File: src/tes_mul.sv
`timescale 1ns / 1ps
// ----------------------------------------------------------------------------
// tes_mul
// Pipelined signed multiplier: magnitudes, four half-width partial
// products, partial product sum, sign restore. Four register stages.
// ----------------------------------------------------------------------------
module tes_mul #(
   parameter int W = 33
) (
   input  logic                  clock,
   input  logic                  en,
   input  logic signed [W-1:0]   a,
   input  logic signed [W-1:0]   b,
   output logic signed [2*W-1:0] p
);
   localparam int LO = W / 2;
   localparam int HI = W - LO;

   logic [W-1:0]        ma_ff, mb_ff, ma_in, mb_in;
   logic                neg1_ff, neg2_ff, neg3_ff;
   logic [2*LO-1:0]     ll_ff;
   logic [LO+HI-1:0]    lh_ff, hl_ff;
   logic [2*HI-1:0]     hh_ff;
   logic [2*W-1:0]      sum_ff, sum_in;
   logic signed [2*W-1:0] p_ff;

   // operand magnitudes and partial product sum
   always_comb begin
      ma_in  = a[W-1] ? -a : a;
      mb_in  = b[W-1] ? -b : b;
      sum_in = {hh_ff, {(2*LO){1'b0}}}
             + (2*W)'({lh_ff, {LO{1'b0}}})
             + (2*W)'({hl_ff, {LO{1'b0}}})
             + (2*W)'(ll_ff);
   end

   // stages
   always_ff @(posedge clock) begin
      if (en) begin
         ma_ff   <= ma_in;
         mb_ff   <= mb_in;
         neg1_ff <= a[W-1] ^ b[W-1];
         ll_ff   <= ma_ff[LO-1:0] * mb_ff[LO-1:0];
         lh_ff   <= ma_ff[LO-1:0] * mb_ff[W-1:LO];
         hl_ff   <= ma_ff[W-1:LO] * mb_ff[LO-1:0];
         hh_ff   <= ma_ff[W-1:LO] * mb_ff[W-1:LO];
         neg2_ff <= neg1_ff;
         sum_ff  <= sum_in;
         neg3_ff <= neg2_ff;
         p_ff    <= neg3_ff ? -sum_ff : sum_ff;
      end
   end

   assign p = p_ff;

endmodule

File: config.mk
export PLATFORM = sky130hd
export DESIGN_NAME = tes_mul
export DESIGN_NICKNAME = d
export VERILOG_FILES = /design/src/tes_mul.sv
export SDC_FILE = /design/constraint.sdc
export NUM_CORES = 2
export LEC_CHECK = 0
export BUFFER_PORTS_ARGS = -buffer_cell sky130_fd_sc_hd__buf_2
export CORE_UTILIZATION = 39
export CTS_BUF_LIST = sky130_fd_sc_hd__clkbuf_8
export DETAILED_ROUTE_END_ITERATION = 10
export PLACE_DENSITY = 0.54
export RECOVER_POWER = 100
export SLEW_MARGIN = 20
export SYNTH_ARGS = -nofsm -noshare
export SYNTH_HDL_FRONTEND = slang
export SYNTH_SLANG_ARGS = --single-unit
File: constraint.sdc
create_clock -name clock -period 12.3 [get_ports clock]
set_input_delay 1.845 -clock clock [delete_from_list [all_inputs] [get_ports clock]]
set_output_delay 1.845 -clock clock [all_outputs]
set_load 0.005 [all_outputs]
### After elaboration in Yosys (flattened, before gate mapping)

Index checks and enable logic that the tools add are counted.

* bits of input ports: 68
* logic and storage cells: 27
* register bits after elaboration: 333

* multipliers: 4
* $add $sub $neg: 6
* bitwise gates (word level): 1
* mux-type cells: 3

Operators with widths (count)
* adder 66 x 49 -> 66 bit: 2
* adder 66 x 32 -> 66 bit: 1
* two-way mux 66 bit: 1
* negator 33 bit: 2
* negator 66 bit: 1
* two-way mux 32 bit: 2
* multiplier 17 x 17 -> 34 bit: 1
* multiplier 16 x 17 -> 33 bit: 1
* multiplier 17 x 16 -> 33 bit: 1
* multiplier 16 x 16 -> 32 bit: 1
* XOR 1 bit: 1

### Longest topological paths before layout

* depth after elaboration: 3
* mapped depth: 25
* mapped depth without buffers: 24

### Worst setup path before layout

OpenSTA, ideal clock, no wires.

* path type: register to register
* start: register ma_ff[26]
* end: register hl_ff[31] (data pin)
* path slack: 5.970 ns
* arrival time: 6.072 ns
* buffers on the path: 1
* stages on the path, launching flop included: 23
* path through: edfxtp_1 clkbuf_1 nand2_1 fa_1 fa_1 inv_1 fa_1 inv_1 fa_1 fa_1 fa_1 inv_1 ha_1 a21o_1 a211oi_1 o31a_1 a21oi_1 a41oi_1 a211o_1 o31ai_1 a221o_1 a21oi_1 xnor2_1

* longest elaborated chain between the ends: 1

RTL lines
* start, declared: line 19 `logic [W-1:0] ma_ff, mb_ff, ma_in, mb_in;`
* start signal, assigned: line 40 `ma_ff <= ma_in;`
* multiplier 17 x 16 -> 33 bit: line 45 `hl_ff <= ma_ff[W-1:LO] * mb_ff[LO-1:0];`
* end signal, assigned: line 45
* end, declared: line 22 `logic [LO+HI-1:0] lh_ff, hl_ff;`

Every way passes these cells.
A chain may end at the register's enable or synchronous reset.

### Final worst setup path

* start: input port en
* end: register ma_ff[9], enable pin

RTL lines
* start, declared: line 11 `input logic en,`

No word-level cell between the ends.

==> impl_metrics.prom <==
# TYPE chip_impl_metric gauge
chip_impl_info{name="outcome",value="finished, violations left"} 1
chip_impl_info{name="failing_checks",value="capacitance limit, slew limit"} 1
chip_impl_metric{name="num-nets-final",unit=""} 6562
chip_impl_metric{name="synthesis.area_per_instance",unit="um2"} 9.91
chip_impl_metric{name="final.setup_skew",unit="ns"} 0.0705
chip_impl_metric{name="antenna_violating_nets_post_route",unit=""} 0
chip_impl_info{name="whs_endpoint",value="sum_ff[0]"} 1
chip_impl_metric{name="timing.critical_path.fanout_max",unit=""} 128
chip_impl_metric{name="worst_pin_slew",unit="ns"} 4.16
chip_impl_metric{name="number_of_antenna_violations_at_the_first_check_in_global_routing",unit=""} 11
chip_impl_metric{name="critical_path_arrival",unit="ns"} 8.37
chip_impl_metric{name="num_io_pins",unit=""} 134
chip_impl_info{name="setup.worst_path.start_class",value="input port"} 1
chip_impl_info{name="ctsRootBufferMaster",value="clkbuf_8"} 1
chip_impl_metric{name="yosysSeqAreaShare",unit="%"} 19.7
chip_impl_metric{name="area_occupied_by_multi_input_gates",unit="mm2"} 0.0362
chip_impl_metric{name="timing.reg2reg.worst_path_depth",unit=""} 20
chip_impl_metric{name="grt_overflow",unit=""} 0
chip_impl_info{name="hold_start",value="ll_ff[0]"} 1
chip_impl_metric{name="via_count_of_the_first_global_routing_pass",unit=""} 36716
chip_impl_metric{name="fin_tns_setup",unit="ns"} 0
chip_impl_metric{name="dp_hpwl",unit="um"} 98800
chip_impl_metric{name="min_period_over_period",unit="%"} 65.4
chip_impl_metric{name="yosys_register_bits",unit=""} 333
chip_impl_metric{name="final-instance-count-excl-fill",unit=""} 6959
chip_impl_metric{name="num_vias",unit=""} 34969
chip_impl_metric{name="vias_per_cell",unit=""} 5.03
chip_impl_metric{name="fp.coreArea",unit="mm2"} 0.129
chip_impl_metric{name="floorplan.initialDensity",unit="%"} 39.3
chip_impl_metric{name="pre_cts_ws",unit="ns"} 4.98
chip_impl_info{name="r2r-end",value="hh_ff[31]"} 1
chip_impl_metric{name="hold_viol_final",unit=""} 0
chip_impl_metric{name="initialDrtViolationCount",unit=""} 2181
chip_impl_metric{name="post_synthesis_cells",unit=""} 5122
chip_impl_metric{name="synth-edff-count",unit=""} 333
chip_impl_metric{name="fraction_of_final_layout_cells_sized_beyond_drive_strength_1",unit="%"} 4.56
chip_impl_metric{name="synth_fp_nets",unit=""} 6516
chip_impl_metric{name="die-area",unit="mm2"} 0.132
chip_impl_metric{name="yosysWarnings",unit=""} 0
chip_impl_metric{name="post_cts_resized",unit=""} 0
chip_impl_metric{name="worst-endpoint-required",unit="ns"} 12.63
chip_impl_metric{name="area.sequential",unit="mm2"} 0.0100
chip_impl_metric{name="grt_util_met2",unit="%"} 31.8
chip_impl_metric{name="slew_viol_final",unit=""} 311
chip_impl_metric{name="fmax",unit="MHz"} 124
chip_impl_metric{name="clkLatencyLatePin",unit="ns"} 0.76
chip_impl_metric{name="n_fill_cell",unit=""} 12653
chip_impl_metric{name="clkSinkCount",unit=""} 333
chip_impl_metric{name="cts_hold_repair.buffers",unit=""} 0
chip_impl_info{name="crit_start",value="en"} 1
chip_impl_metric{name="wl_final",unit="um"} 132000
chip_impl_info{name="ys_dominant_reg_cell",value="edfxtp_1"} 1
chip_impl_metric{name="reg2reg_slack",unit="ns"} 4.38
chip_impl_info{name="worst-setup-path-type",value="in -> reg"} 1
chip_impl_metric{name="met3_usage",unit="%"} 3.71
chip_impl_metric{name="grt_max_degree",unit=""} 129
chip_impl_info{name="cts_tree",value="done"} 1
chip_impl_metric{name="clk_transition_reported_paths",unit="ns"} 0.06
chip_impl_metric{name="tritoncts.num_buffers",unit=""} 66
chip_impl_info{name="critPathCaptureType",value="flop"} 1
chip_impl_metric{name="wl_per_cell",unit="um"} 18.9
chip_impl_metric{name="cts.htree.levels",unit=""} 3
chip_impl_info{name="unrepaired_setup_endpoints_after_global_routing",value="no"} 1
chip_impl_metric{name="drc",unit=""} 0
chip_impl_metric{name="cap_violations",unit=""} 5
chip_impl_metric{name="worst_hold_path.num_cells",unit=""} 0
chip_impl_metric{name="rows",unit=""} 132
chip_impl_metric{name="period_needed",unit="ns"} 8.04
chip_impl_metric{name="report.final.setup_viol",unit=""} 0
chip_impl_info{name="reg2reg_from",value="ma_ff[24]"} 1
chip_impl_metric{name="io_buf_count",unit=""} 133
chip_impl_metric{name="die_h",unit="um"} 363
chip_impl_metric{name="synth-async-reset-ratio",unit="%"} 0
chip_impl_info{name="timing.hold.worst.class",value="reg -> reg"} 1
chip_impl_metric{name="synthesis.area",unit="mm2"} 0.0508
chip_impl_metric{name="dpl.cell_count",unit=""} 6839
chip_impl_metric{name="worst_slew_margin_rel",unit="%"} -177
chip_impl_metric{name="finalWeightedCongestion",unit=""} 0.853
chip_impl_info{name="top_usage_layer",value="met2"} 1
chip_impl_metric{name="synthDistinctLibCells",unit=""} 65
chip_impl_metric{name="die_x",unit="um"} 363
chip_impl_metric{name="cts_buffer_depth",unit=""} 3
chip_impl_metric{name="fraction_of_met1_tracks_used_by_global_routing",unit="%"} 30.1
chip_impl_metric{name="layout-area-overhead-vs-synth",unit="%"} 7.20
chip_impl_metric{name="grt_first_pass_wirelength",unit="um"} 211000
chip_impl_metric{name="final_critical_path_setup_slack",unit="ns"} 4.26
chip_impl_metric{name="post_cts_buffers",unit=""} 0
chip_impl_metric{name="hold_ws",unit="ns"} 0.416
chip_impl_metric{name="grt.total_usage",unit="%"} 20.7
chip_impl_metric{name="detail_route.first_pass.iterations",unit=""} 5
==> how the worst max path moves through the flow <==
| stage | endpoint | slack [ns] | depth (start not counted) |
|---|---|---|---|
| global placement | hh_ff[31] | 5.06 | 20 |
| detailed placement | hh_ff[33] | 4.98 | 20 |
| global route | mb_ff[1] | 3.63 | 3 |
| floorplan | hl_ff[31] | 5.97 | 22 |
| finish | ma_ff[9] | 4.26 | 3 |
| CTS | hh_ff[33] | 4.94 | 20 |
==> flip-flops by register name (all words and copies together) (netlist names) <==
signal   flops
neg1_ff      1
neg3_ff      1
hh_ff       34
mb_ff       33
p           66
lh_ff       33
ma_ff       33
sum_ff      66
neg2_ff      1
hl_ff       33
ll_ff       32
==> layout by cell type, fill, tap and decap left out, types with 30 or more instances in the layout <==
cell,netlist,final
clkbuf_1,225,67
and2_1,529,507
inv_1,985,1000
a21o_1,72,72
o21ai_0,102,102
a21oi_1,126,126
xor2_1,45,45
clkbuf_8,0,67
xnor2_1,238,238
nand2_1,668,668
nor2_1,59,59
buf_2,0,75
fa_1,868,868
o31ai_1,45,47
edfxtp_1,333,333
buf_4,0,58
or3_1,28,30
ha_1,458,458
nand3_1,44,44
==> cells in the mapped netlist (all sizes together), types with 3 or more instances <==
cell type	n	share of area [%]
clkbuf	225	1.7
or2	9	0.12
a21o	72	1.1
o31a	6	0.10
nor2	59	0.44
fa	868	34
nand2b	23	0.28
xor2	45	0.78
or4	18	0.30
nor4	10	0.12
nand3	44	0.43
o21a	22	0.33
nand4	17	0.21
edfxtp	333	20
a31oi	19	0.23
nor3	17	0.17
and3	18	0.22
o31ai	47	0.75
o41ai	20	0.35
and2	529	6.5
inv	985	7.3
a211o	4	0.069
nor2b	17	0.21
a211oi	15	0.22
nand2	668	4.9
and4	5	0.086
o21bai	28	0.41
a21oi	126	1.2
o211ai	6	0.089
a21boi	3	0.044
xnor2	238	4.1
a311oi	3	0.052
or3	30	0.39
o21ai	102	1.0
ha	458	11
==> cells by family (layout without fill, tap and decap cells) <==
family / count (synthesis) / count (layout) / share of synthesized area, %
simple gates: 1471 / 1471 / 14.5
fa+ha+maj: 1326 / 1326 / 45.5
buf+inv: 1211 / 1305 / 8.95
compound gates: 498 / 498 / 6.41
flops: 333 / 333 / 19.7
xor+xnor: 283 / 283 / 4.88
other cells: 0 / 1 / 0
==> critical path, cell delays in order <==
cell and delay (ns):
clkbuf_1 2.85, clkbuf_1 2.81, buf_12 0.46
==> layer usage <==
layer / share of wire (%) / vias up
li1: - / 16073
met1: 47 / 17708
met2: 44 / 1039
met3: 7.1 / 149
met4: 2.1 / 0
met5: 0 / -
==> cell type report <==
cell class | instances | area share (%)
diodes | 1 | 0.00460
repair buffers | 204 | 2.07
inverters | 985 | 6.79
flip-flops and latches | 333 | 18.4
well taps | 1742 | 4.00
multi-input cells | 3578 | 66.5
clock buffers | 67 | 1.69
clock inverters | 49 | 0.598
==> stage by stage <==
stage | cell area, um2 | util (%)
after floorplan | 50800 | -
after global placement | 53300 | 41.2
after detailed placement | 53300 | 41.2
after CTS | 54600 | 42.2
after global routing | 54400 | 42.1
final | 54400 | 42.1
Power is not shown: default switching activity piles up to over one toggle a cycle in this logic, so the estimate is an artifact.
